<file path="src/sv/bmh_pkg.sv">
// Shared types and constants for the binary min-heap priority queue.
// Used by the entry memory, the sequencer, the top level and the checker.
package bmh_pkg;

  localparam int KEY_W        = 32;
  localparam int HANDLE_W     = 16;
  localparam int COUNT_W      = 9;
  localparam int DEF_CAPACITY = 256;

  typedef enum logic [1:0] {
    CMD_INSERT = 2'd0,
    CMD_REMOVE = 2'd1,
    CMD_PEEK   = 2'd2,
    CMD_CLEAR  = 2'd3
  } cmd_t;

  typedef enum logic [1:0] {
    ST_OK    = 2'd0,
    ST_EMPTY = 2'd1,
    ST_FULL  = 2'd2
  } status_t;

  typedef struct packed {
    logic [KEY_W-1:0]    key;
    logic [HANDLE_W-1:0] handle;
  } entry_t;

  typedef struct packed {
    status_t              status;
    entry_t               ent;
    logic [COUNT_W-1:0]   count;
  } res_t;

endpackage

</file>
<file path="src/sv/bmh_seq.sv">
// Command sequencer with the single shared key comparator for sift-up and sift-down.
// Depends on bmh_pkg; drives the ports of bmh_mem.
module bmh_seq
  import bmh_pkg::*;
#(
  parameter int CAPACITY = DEF_CAPACITY,
  parameter int AW       = $clog2(CAPACITY + 1)
) (
  input  logic                clk,
  input  logic                rst_n,
  input  logic                in_valid,
  input  logic [1:0]          in_command,
  input  logic [KEY_W-1:0]    in_key,
  input  logic [HANDLE_W-1:0] in_handle,
  output logic                busy,
  input  logic                res_take,
  output logic                res_valid,
  output res_t                res,
  output logic                mem_we,
  output logic [AW-1:0]       mem_waddr,
  output entry_t              mem_wdata,
  output logic [AW-1:0]       mem_raddr0,
  output logic [AW-1:0]       mem_raddr1,
  input  entry_t              mem_rdata0,
  input  entry_t              mem_rdata1
);

  typedef enum logic [2:0] {
    S_IDLE,
    S_UP,
    S_PK_LOAD,
    S_RM_LOAD,
    S_DN_SEL,
    S_DN_MOV,
    S_DONE
  } state_t;

  state_t        state_r, state_nxt;
  logic [AW-1:0] count_r, count_nxt;
  logic [AW-1:0] pos_r, pos_nxt;
  logic [AW-1:0] sel_idx_r, sel_idx_nxt;
  entry_t        ent_r, ent_nxt;
  entry_t        sel_r, sel_nxt;
  res_t          res_r, res_nxt;

  logic [KEY_W-1:0] cmp_a;
  logic [KEY_W-1:0] cmp_b;
  logic             cmp_lt;

  logic [AW-1:0] ins_pos;
  logic [AW:0]   count_ext;
  logic [AW:0]   pos_x2;
  logic [AW:0]   pos_x2p1;
  logic [AW:0]   sel_x2;
  logic [AW:0]   sel_x2p1;
  logic          has_left;
  logic          has_right;

  assign ins_pos   = count_r + AW'(1);
  assign count_ext = {1'b0, count_r};
  assign pos_x2    = {pos_r, 1'b0};
  assign pos_x2p1  = {pos_r, 1'b1};
  assign sel_x2    = {sel_idx_r, 1'b0};
  assign sel_x2p1  = {sel_idx_r, 1'b1};
  assign has_left  = (pos_x2 <= count_ext);
  assign has_right = (pos_x2p1 <= count_ext);

  always_comb begin
    unique case (state_r)
      S_UP: begin
        cmp_a = ent_r.key;
        cmp_b = mem_rdata0.key;
      end
      S_DN_SEL: begin
        cmp_a = mem_rdata1.key;
        cmp_b = mem_rdata0.key;
      end
      S_DN_MOV: begin
        cmp_a = sel_r.key;
        cmp_b = ent_r.key;
      end
      default: begin
        cmp_a = ent_r.key;
        cmp_b = mem_rdata0.key;
      end
    endcase
  end

  assign cmp_lt = (cmp_a < cmp_b);

  always_comb begin
    state_nxt   = state_r;
    count_nxt   = count_r;
    pos_nxt     = pos_r;
    sel_idx_nxt = sel_idx_r;
    ent_nxt     = ent_r;
    sel_nxt     = sel_r;
    res_nxt     = res_r;
    mem_we      = 1'b0;
    mem_waddr   = pos_r;
    mem_wdata   = ent_r;
    mem_raddr0  = pos_r >> 1;
    mem_raddr1  = pos_r;

    unique case (state_r)
      S_IDLE: begin
        if (in_valid) begin
          res_nxt.status = ST_OK;
          res_nxt.ent    = '0;
          unique case (cmd_t'(in_command))
            CMD_INSERT: begin
              if (count_r == AW'(CAPACITY)) begin
                res_nxt.status = ST_FULL;
                res_nxt.count  = COUNT_W'(count_r);
                state_nxt      = S_DONE;
              end else begin
                pos_nxt        = ins_pos;
                count_nxt      = ins_pos;
                ent_nxt        = '{key: in_key, handle: in_handle};
                res_nxt.count  = COUNT_W'(ins_pos);
                mem_raddr0     = ins_pos >> 1;
                state_nxt      = S_UP;
              end
            end
            CMD_REMOVE: begin
              if (count_r == '0) begin
                res_nxt.status = ST_EMPTY;
                res_nxt.count  = '0;
                state_nxt      = S_DONE;
              end else begin
                mem_raddr0     = AW'(1);
                mem_raddr1     = count_r;
                count_nxt      = count_r - AW'(1);
                res_nxt.count  = COUNT_W'(count_r - AW'(1));
                state_nxt      = S_RM_LOAD;
              end
            end
            CMD_PEEK: begin
              res_nxt.count = COUNT_W'(count_r);
              if (count_r == '0) begin
                res_nxt.status = ST_EMPTY;
                state_nxt      = S_DONE;
              end else begin
                mem_raddr0     = AW'(1);
                state_nxt      = S_PK_LOAD;
              end
            end
            CMD_CLEAR: begin
              count_nxt     = '0;
              res_nxt.count = '0;
              state_nxt     = S_DONE;
            end
          endcase
        end
      end
      S_UP: begin
        mem_we = 1'b1;
        if (pos_r == AW'(1) || !cmp_lt) begin
          mem_wdata = ent_r;
          state_nxt = S_DONE;
        end else begin
          mem_wdata  = mem_rdata0;
          pos_nxt    = pos_r >> 1;
          mem_raddr0 = pos_r >> 2;
        end
      end
      S_PK_LOAD: begin
        res_nxt.ent = mem_rdata0;
        state_nxt   = S_DONE;
      end
      S_RM_LOAD: begin
        res_nxt.ent = mem_rdata0;
        ent_nxt     = mem_rdata1;
        pos_nxt     = AW'(1);
        mem_raddr0  = AW'(2);
        mem_raddr1  = AW'(3);
        if (count_r == '0) begin
          state_nxt = S_DONE;
        end else begin
          state_nxt = S_DN_SEL;
        end
      end
      S_DN_SEL: begin
        if (!has_left) begin
          mem_we    = 1'b1;
          mem_wdata = ent_r;
          state_nxt = S_DONE;
        end else begin
          if (has_right && cmp_lt) begin
            sel_nxt     = mem_rdata1;
            sel_idx_nxt = pos_x2p1[AW-1:0];
          end else begin
            sel_nxt     = mem_rdata0;
            sel_idx_nxt = pos_x2[AW-1:0];
          end
          state_nxt = S_DN_MOV;
        end
      end
      S_DN_MOV: begin
        mem_we = 1'b1;
        if (cmp_lt) begin
          mem_wdata  = sel_r;
          pos_nxt    = sel_idx_r;
          mem_raddr0 = sel_x2[AW-1:0];
          mem_raddr1 = sel_x2p1[AW-1:0];
          state_nxt  = S_DN_SEL;
        end else begin
          mem_wdata = ent_r;
          state_nxt = S_DONE;
        end
      end
      S_DONE: begin
        if (res_take) begin
          state_nxt = S_IDLE;
        end
      end
      default: begin
        state_nxt = S_IDLE;
      end
    endcase
  end

  always_ff @(posedge clk) begin
    if (!rst_n) begin
      state_r <= S_IDLE;
      count_r <= '0;
    end else begin
      state_r <= state_nxt;
      count_r <= count_nxt;
    end
    pos_r     <= pos_nxt;
    sel_idx_r <= sel_idx_nxt;
    ent_r     <= ent_nxt;
    sel_r     <= sel_nxt;
    res_r     <= res_nxt;
  end

  assign busy      = (state_r != S_IDLE);
  assign res_valid = (state_r == S_DONE);
  assign res       = res_r;

endmodule

</file>
<file path="config.mk">
export PLATFORM = sky130hd
export DESIGN_NAME = bmh_seq
export DESIGN_NICKNAME = d
export VERILOG_FILES = /design/src/sv/bmh_pkg.sv /design/src/sv/bmh_seq.sv
export SDC_FILE = /design/constraint.sdc
export NUM_CORES = 1
export LEC_CHECK = 0
export ABC_AREA = 1
export BUFFER_PORTS_ARGS = -buffer_cell sky130_fd_sc_hd__buf_2
export CAP_MARGIN = 20
export CORE_AREA = 2 2 204 206
export CTS_BUF_LIST = sky130_fd_sc_hd__clkbuf_16
export CTS_CLUSTER_DIAMETER = 60
export DETAILED_ROUTE_END_ITERATION = 12
export DIE_AREA = 0 0 206 208
export PLACE_DENSITY = 0.54
export SLEW_MARGIN = 20
export SYNTH_ARGS = -nofsm -noshare
export SYNTH_HDL_FRONTEND = slang
export SYNTH_SLANG_ARGS = --single-unit
</file>
<file path="constraint.sdc">
create_clock -name clk -period 7.2 [get_ports clk]
set_input_delay 1.08 -clock clk [delete_from_list [all_inputs] [get_ports clk]]
set_output_delay 1.08 -clock clk [all_outputs]
set_load 0.01 [all_outputs]
</file>
==> results.json, run 1 <==
{
  "wl_per_cell_um": 19.39,
  "layout_setup_ws_ns": 0.6749,
  "met1_length_um": 20000,
  "reg2reg_slack_ns": 1.83,
  "cp-start-kind": "flip-flop",
  "io_buffers": 286,
  "tightest_slew_ns": 1.080,
  "syn_area_sq_um": 12010,
  "hold_viol_final": 0,
  "crit_path_start": "state_r[2]$_SDFFE_PN0P_",
  "grt_overflow": 0,
  "multi_input_area_sq_um": 5612,
  "synth_top_area_share": 0.4324,
  "ys_top_cells_by_area": "edfxtp_1 43%, nand2_1 12%, o21ai_0 8.5%, inv_1 5.5%, ha_1 4.8%",
  "antenna_found_initial": 5,
  "track_usage": 0.2064,
  "ys_ff_latch": 185,
  "row_count": 74,
  "grt_first_pass_wirelength_um": 67340,
  "avgSynthCellArea_sq_um": 7.894,
  "highest_layer": "met5",
  "cts_tree": "built",
  "core-area_sq_um": 40550,
  "yosysSeqAreaShare": 0.4524,
  "path_cells": "nand3_4 > inv_1 > buf_4 > nand2_1 > o211ai_1 > ha_1 > a21oi_1 > o21a_1 > o221ai_1 > a21oi_2 > nand4_2 > inv_2 > nand2_1 > nand4_1 > buf_2",
  "path_buf_inv": 4,
  "rsz0062_at_grt": "no",
  "regToRegStartpoint": "state_r[2]$_SDFFE_PN0P_",
  "final_net_count": 1959,
  "maxSlewViolCount": 0,
  "fin_setup_tns_ns": 0,
  "slowest_stage": "nand4_2",
  "ant_nets": 0,
  "whs_path_depth": 2,
  "slowest_delay_ns": 0.65,
  "reg2reg_depth": 13,
  "ys_types": 46,
  "globalplace.congestion": 0.9889,
  "synthTopCellsByCount": "392 x nand2_1, 205 x o21ai_0, 177 x inv_1, 173 x edfxtp_1, 125 x nor2_1",
  "syn_nets": 1718,
  "clkSlewWorstSetupHoldPaths_ns": 0.08,
  "relSlewSlack": 0.2774,
  "dieHeight_um": 208,
  "synthArstFlopShare": 0,
  "arrival_ns": 5.45,
  "worst_hold_path.endpoint": "count_r[7]$_SDFFE_PN0P_",
  "setup_violations": 0,
  "drive_gt1_frac": 0.2089,
  "power.density_nw_per_um2": 392.1,
  "synth.most_common_cell": "nand2_1",
  "end_kind": "output port",
  "design.die.area_sq_um": 42850,
  "grt_max_degree": 99,
  "hold_class": "reg2reg",
  "drt-initial-drc-count": 1016,
  "setup.worst_path.class": "reg2out",
  "finalClockSkew_ns": 0.01781,
  "drt_wl_total_um": 44810,
  "viasPerCell": 5.136,
  "post_cts_buffers": 0,
  "synth_enable_flop_cells": 173,
  "cp_data_required_time_ns": 6.12,
  "path_common_cell": "nand2_1",
  "max-cap-violations": 0,
  "grt_pass1_vias": 11180,
  "clk_latency_ns": 0.45,
  "fin_crit_sh": 0.9063,
  "p_leak_nw": 6.914,
  "min_period_ns": 6.525,
  "h-tree-depth": 4,
  "status": "completed",
  "wl_met2_um": 19870,
  "drc": 0,
  "cp_top_family": "buffers and inverters",
  "r2r-end": "sel_r[36]$_DFFE_PP_",
  "num-fill-cells": 4385,
  "area_growth_syn_to_layout_pct": 20.74,
  "drtPass1Iterations": 6,
  "worstHoldStart": "count_r[7]$_SDFFE_PN0P_",
  "initial_core_util": 0.2962,
  "numCtsBuffers": 17,
  "register_area_sq_um": 5435,
  "peakVddDrop_v": 0.0002095,
  "ios": 287,
  "synth_top_flop_cell": "edfxtp_1",
  "synth.largest_area_cell": "edfxtp_1",
  "via_count": 11870,
  "root_buffer": "clkbuf_16",
  "clockBufferDepth": 2,
  "die_w_um": 206,
  "timing.fmax_mhz": 153.3,
  "cts_num_sinks": 185,
  "place_worst_setup_slack_ns": 0.9600,
  "cp_max_fo": 41,
  "syn_inst": 1522,
  "dp_hpwl_um": 32020,
  "wl_met3_um": 3577,
  "ys_warn_count": 0
}
## cells by family after synthesis
group | Yosys count | share of synthesized area
flops | 185 | 0.4524
compound gates | 387 | 0.1876
buf+inv | 261 | 0.08592
fa+ha+maj | 46 | 0.04791
xor+xnor | 8 | 0.005832
simple gates | 635 | 0.2204
## power breakdown
part	switching (mW)	internal, mW	total (mW)
Clock	0.463	0.485	0.949
Combinational	1.95	0.874	2.83
Sequential	0.249	1.66	1.91
## cells in the final DEF (no fill, tap or decap), types with 5 or more instances in the layout
master     instances
a21oi_1           62
a21oi_2           10
a22oi_1           21
a31oi_1            5
buf_2            286
buf_4             11
clkbuf_16         17
dfxtp_1           12
edfxtp_1         173
ha_1              46
inv_1            177
inv_2              6
nand2_1          390
nand3_1           71
nand4_1           17
nor2_1           123
nor3_1             8
o211ai_1          40
o21ai_0          204
o21ai_1            6
o221ai_1          16
o22ai_1            6
xor2_1             8
## registers in the layout, indices dropped and copies added, names as in the netlist
signal     cells
res           59
ent_r         48
sel_r         48
count_r        9
mem_waddr      9
sel_idx_r      9
state_r        3
## worst max path at each step
stage / end / cells past startpoint
floorplan: ent_r[0]$_DFFE_PP_ / 4
global placement: mem_wdata[8] / 15
detailed placement: mem_wdata[14] / 15
CTS: mem_wdata[14] / 15
global route: mem_raddr0[6] / 15
finish: mem_raddr0[6] / 15
## through the flow
step                      cell area, sq um  total power, mW  hold WS (ns)  instances  utilization
after floorplan                      12010            3.571        0.4929       1522            -
after global placement               13910            4.721        0.5202       2276       0.3430
after detailed placement             13910            4.729        0.5240       2276       0.3430
after CTS                            14480            5.709        0.5460       2308       0.3570
after global routing                 14510            6.091        0.5810       2311       0.3577
final                                14510            5.687        0.5531       2311       0.3577
## worst register-to-register path, cell delays in order (launching register included)
cell      delay (ns)
dfxtp_1         0.54
nand3_4         0.42
inv_1           0.43
buf_4           0.44
nand2_1         0.14
o211ai_1        0.13
ha_1            0.27
a21oi_1         0.17
o21a_1          0.14
o221ai_1        0.11
a21oi_2         0.46
a21boi_4        0.70
nand2_4         0.69
o21ai_0         0.53
## layout make-up
cell class                 instances  share of cell area
multi-input combinational       1076              0.3869
sequential                       185              0.3747
timing repair buffer             297              0.1044
inverter                         186             0.04839
tap                              532             0.04589
clock buffer                      17             0.02933
clock inverter                    15            0.009920
antenna                            3           0.0005176
## per-layer routing
metal  GRT usage  vias to the layer above
met1      0.2816                     5598
li1            -                     5685
met2      0.3154                      517
met4     0.07438                        4
met5           0                        -
met3     0.05091                       65
## repair_timing
item	4_1_cts	5_1_grt
gates resized for setup	0	1
hold buffers	0	0
endpoints found under the setup margin	0	3
(Power assumes the default switching activity.)
==> run 2: changes to the inputs <==
--- a/config.mk
+++ b/config.mk
@@ -5,16 +5,16 @@
 export SDC_FILE = /design/constraint.sdc
 export NUM_CORES = 1
 export LEC_CHECK = 0
-export ABC_AREA = 1
 export BUFFER_PORTS_ARGS = -buffer_cell sky130_fd_sc_hd__buf_2
 export CAP_MARGIN = 20
-export CORE_AREA = 2 2 204 206
+export CORE_AREA = 2 2 202 204
 export CTS_BUF_LIST = sky130_fd_sc_hd__clkbuf_16
 export CTS_CLUSTER_DIAMETER = 60
 export DETAILED_ROUTE_END_ITERATION = 12
-export DIE_AREA = 0 0 206 208
+export DIE_AREA = 0 0 204 206
 export PLACE_DENSITY = 0.54
 export SLEW_MARGIN = 20
 export SYNTH_ARGS = -nofsm -noshare
 export SYNTH_HDL_FRONTEND = slang
 export SYNTH_SLANG_ARGS = --single-unit
+export TNS_END_PERCENT = 10
==> results.json, run 2 <==
{
  "viasPerCell": 5.332,
  "power.density_nw_per_um2": 363.1,
  "multi_input_area_sq_um": 6021,
  "clk_latency_ns": 0.47,
  "ys_types": 72,
  "cp-start-kind": "flip-flop",
  "maxSlewViolCount": 0,
  "drc": 0,
  "post_cts_buffers": 0,
  "min_period_ns": 6.204,
  "cts_tree": "built",
  "grt_first_pass_wirelength_um": 59530,
  "grt_max_degree": 64,
  "rsz0062_at_grt": "no",
  "initial_core_util": 0.2945,
  "io_buffers": 286,
  "globalplace.congestion": 0.8605,
  "drtPass1Iterations": 5,
  "cp_data_required_time_ns": 6.12,
  "ios": 287,
  "layout_setup_ws_ns": 0.9964,
  "antenna_found_initial": 2,
  "drive_gt1_frac": 0.3263,
  "finalClockSkew_ns": 0.01291,
  "area_growth_syn_to_layout_pct": 22.17,
  "ys_ff_latch": 185,
  "p_leak_nw": 5.784,
  "cts_resized": 0,
  "track_usage": 0.1885,
  "fin_crit_sh": 0.8616,
  "register_area_sq_um": 5438,
  "die_w_um": 204,
  "final_net_count": 1562,
  "drt_wl_total_um": 40240,
  "synthArstFlopShare": 0,
  "fin_cells": 1912,
  "via_count": 10200,
  "largest_register_ffs": 59,
  "fin_setup_tns_ns": 0,
  "syn_inst": 1118,
  "timing.fmax_mhz": 161.2,
  "synth.largest_area_cell": "edfxtp_1",
  "peakVddDrop_v": 0.0002163,
  "grt_overflow": 0,
  "hold_class": "reg2reg",
  "setup_violations": 0,
  "synth.most_common_cell": "edfxtp_1",
  "max-cap-violations": 0,
  "fin_area_sq_um": 14460,
  "setup.worst_path.class": "reg2out",
  "avgSynthCellArea_sq_um": 10.59,
  "cp_max_fo": 27,
  "hold_viol_final": 0,
  "synth_top_area_share": 0.4389,
  "core-area_sq_um": 40180,
  "relSlewSlack": 0.3374,
  "design.die.area_sq_um": 42020,
  "root_buffer": "clkbuf_16",
  "drt-initial-drc-count": 744,
  "yosysSeqAreaShare": 0.4592,
  "numCtsBuffers": 17,
  "place_worst_setup_slack_ns": 1.524,
  "synth_enable_flop_cells": 173,
  "syn_area_sq_um": 11840,
  "cts_hold_buf": 0,
  "h-tree-depth": 4,
  "grt_pass1_vias": 9753,
  "synthTopCellsByCount": "173 x edfxtp_1, 90 x nand2_1, 88 x mux2_2, 82 x nor2_1, 73 x o21ai_0",
  "ant_nets": 0,
  "ys_top_cells_by_area": "edfxtp_1 44%, mux2_2 8.4%, mux2i_1 5.8%, ha_1 4.9%, o21ai_0 3.1%",
  "row_count": 74,
  "tightest_slew_ns": 0.9937,
  "dpl_cell_area_sq_um": 13830,
  "synth_top_flop_cell": "edfxtp_1",
  "ys_warn_count": 0,
  "dp.cells": 1879,
  "end_kind": "output port",
  "status": "completed",
  "dieHeight_um": 206,
  "wl_per_cell_um": 21.05,
  "clockBufferDepth": 2,
  "clkSlewWorstSetupHoldPaths_ns": 0.07,
  "layout_common_cells": "286 x buf_2, 173 x edfxtp_1, 89 x nand2_1, 88 x mux2_2, 81 x nor2_1",
  "num-fill-cells": 4113,
  "arrival_ns": 5.12,
  "layout_commonest_cell": "buf_2",
  "dp_hpwl_um": 28520,
  "cts_num_sinks": 185,
  "syn_nets": 1314
}
-- run 2: cell types whose count changed in the layout (fill, tap and decap cells not counted), sizes merged, moves of 53 or more --
cell	delta
o21ai	-136
nand2	-305
nand3	-58
and2	+53
mux2	+98
inv	-161
mux2i	+68
-- run 2: layout make-up --
class,count,share of cell area
Inverter,23,0.005971
Antenna cell,1,0.0001731
Multi-Input combinational cell,828,0.4164
Sequential cell,185,0.3761
Timing Repair Buffer,311,0.1120
Clock buffer,17,0.02942
Tap cell,532,0.04604
Clock inverter,15,0.01393
-- run 2: power breakdown --
group | total [mW] | internal [mW] | switching [mW]
Clock | 1.03 | 0.584 | 0.447
Combinational | 2.50 | 0.925 | 1.58
Sequential | 1.72 | 1.56 | 0.158
Total | 5.25 | 3.07 | 2.18
-- run 2: stage by stage --
step	power [mW]	utilization	hold WS (ns)
2_1_floorplan	3.308	-	0.5465
3_3_place_gp	4.219	0.3442	0.6341
3_5_place_dp	4.247	0.3442	0.6216
4_1_cts	5.298	0.3598	0.6266
5_1_grt	5.585	0.3598	0.6725
6_report	5.250	0.3598	0.6318
-- run 2: worst paths after layout --
path                            from  slack (ns)  cells after the start                      end
max          state_r[0]$_SDFFE_PN0P_         1.0                     14            mem_wdata[17]
min          count_r[4]$_SDFFE_PN0P_        0.63                      2  count_r[4]$_SDFFE_PN0P_
max reg2reg  state_r[0]$_SDFFE_PN0P_        2.08                     12       sel_r[3]$_DFFE_PP_
min reg2reg  count_r[4]$_SDFFE_PN0P_        0.63                      2  count_r[4]$_SDFFE_PN0P_
-- run 2: kinds of logic (layout without fill, tap and decap cells) --
| kind of cell | after synthesis | after routing | synth area share |
|---|---|---|---|
| buf+inv | 105 | 366 | 0.03753 |
| simple gates | 308 | 308 | 0.1270 |
| other cells | 0 | 1 | 0 |
| xor+xnor | 9 | 9 | 0.006661 |
| compound gates | 299 | 299 | 0.1699 |
| mux | 166 | 166 | 0.1511 |
| fa+ha+maj | 46 | 46 | 0.04863 |
| flops | 185 | 185 | 0.4592 |
-- run 2: routing by layer --
| layer | share of wire | routed length (um) | vias up | GRT usage |
|---|---|---|---|---|
| li1 | - | - | 4767 | - |
| met1 | 0.44 | 17570 | 4988 | 0.2486 |
| met2 | 0.48 | 19390 | 387 | 0.3129 |
| met3 | 0.063 | 2545 | 51 | 0.03469 |
| met4 | 0.018 | 731 | 2 | 0.06004 |
| met5 | 0.00027 | 11 | - | 0 |
-- run 2: worst max-delay path, cell delays in order (launching register included) --
cell	delay, ns
dfxtp_2	0.83
buf_4	0.39
mux2i_1	0.21
o21ai_0	0.10
ha_1	0.38
nand4_1	0.23
nor4_2	0.42
o2111ai_1	0.34
o211ai_2	0.24
buf_4	0.28
nor2_1	0.10
o21ai_2	0.39
buf_4	0.34
o2bb2ai_1	0.17
buf_2	0.20
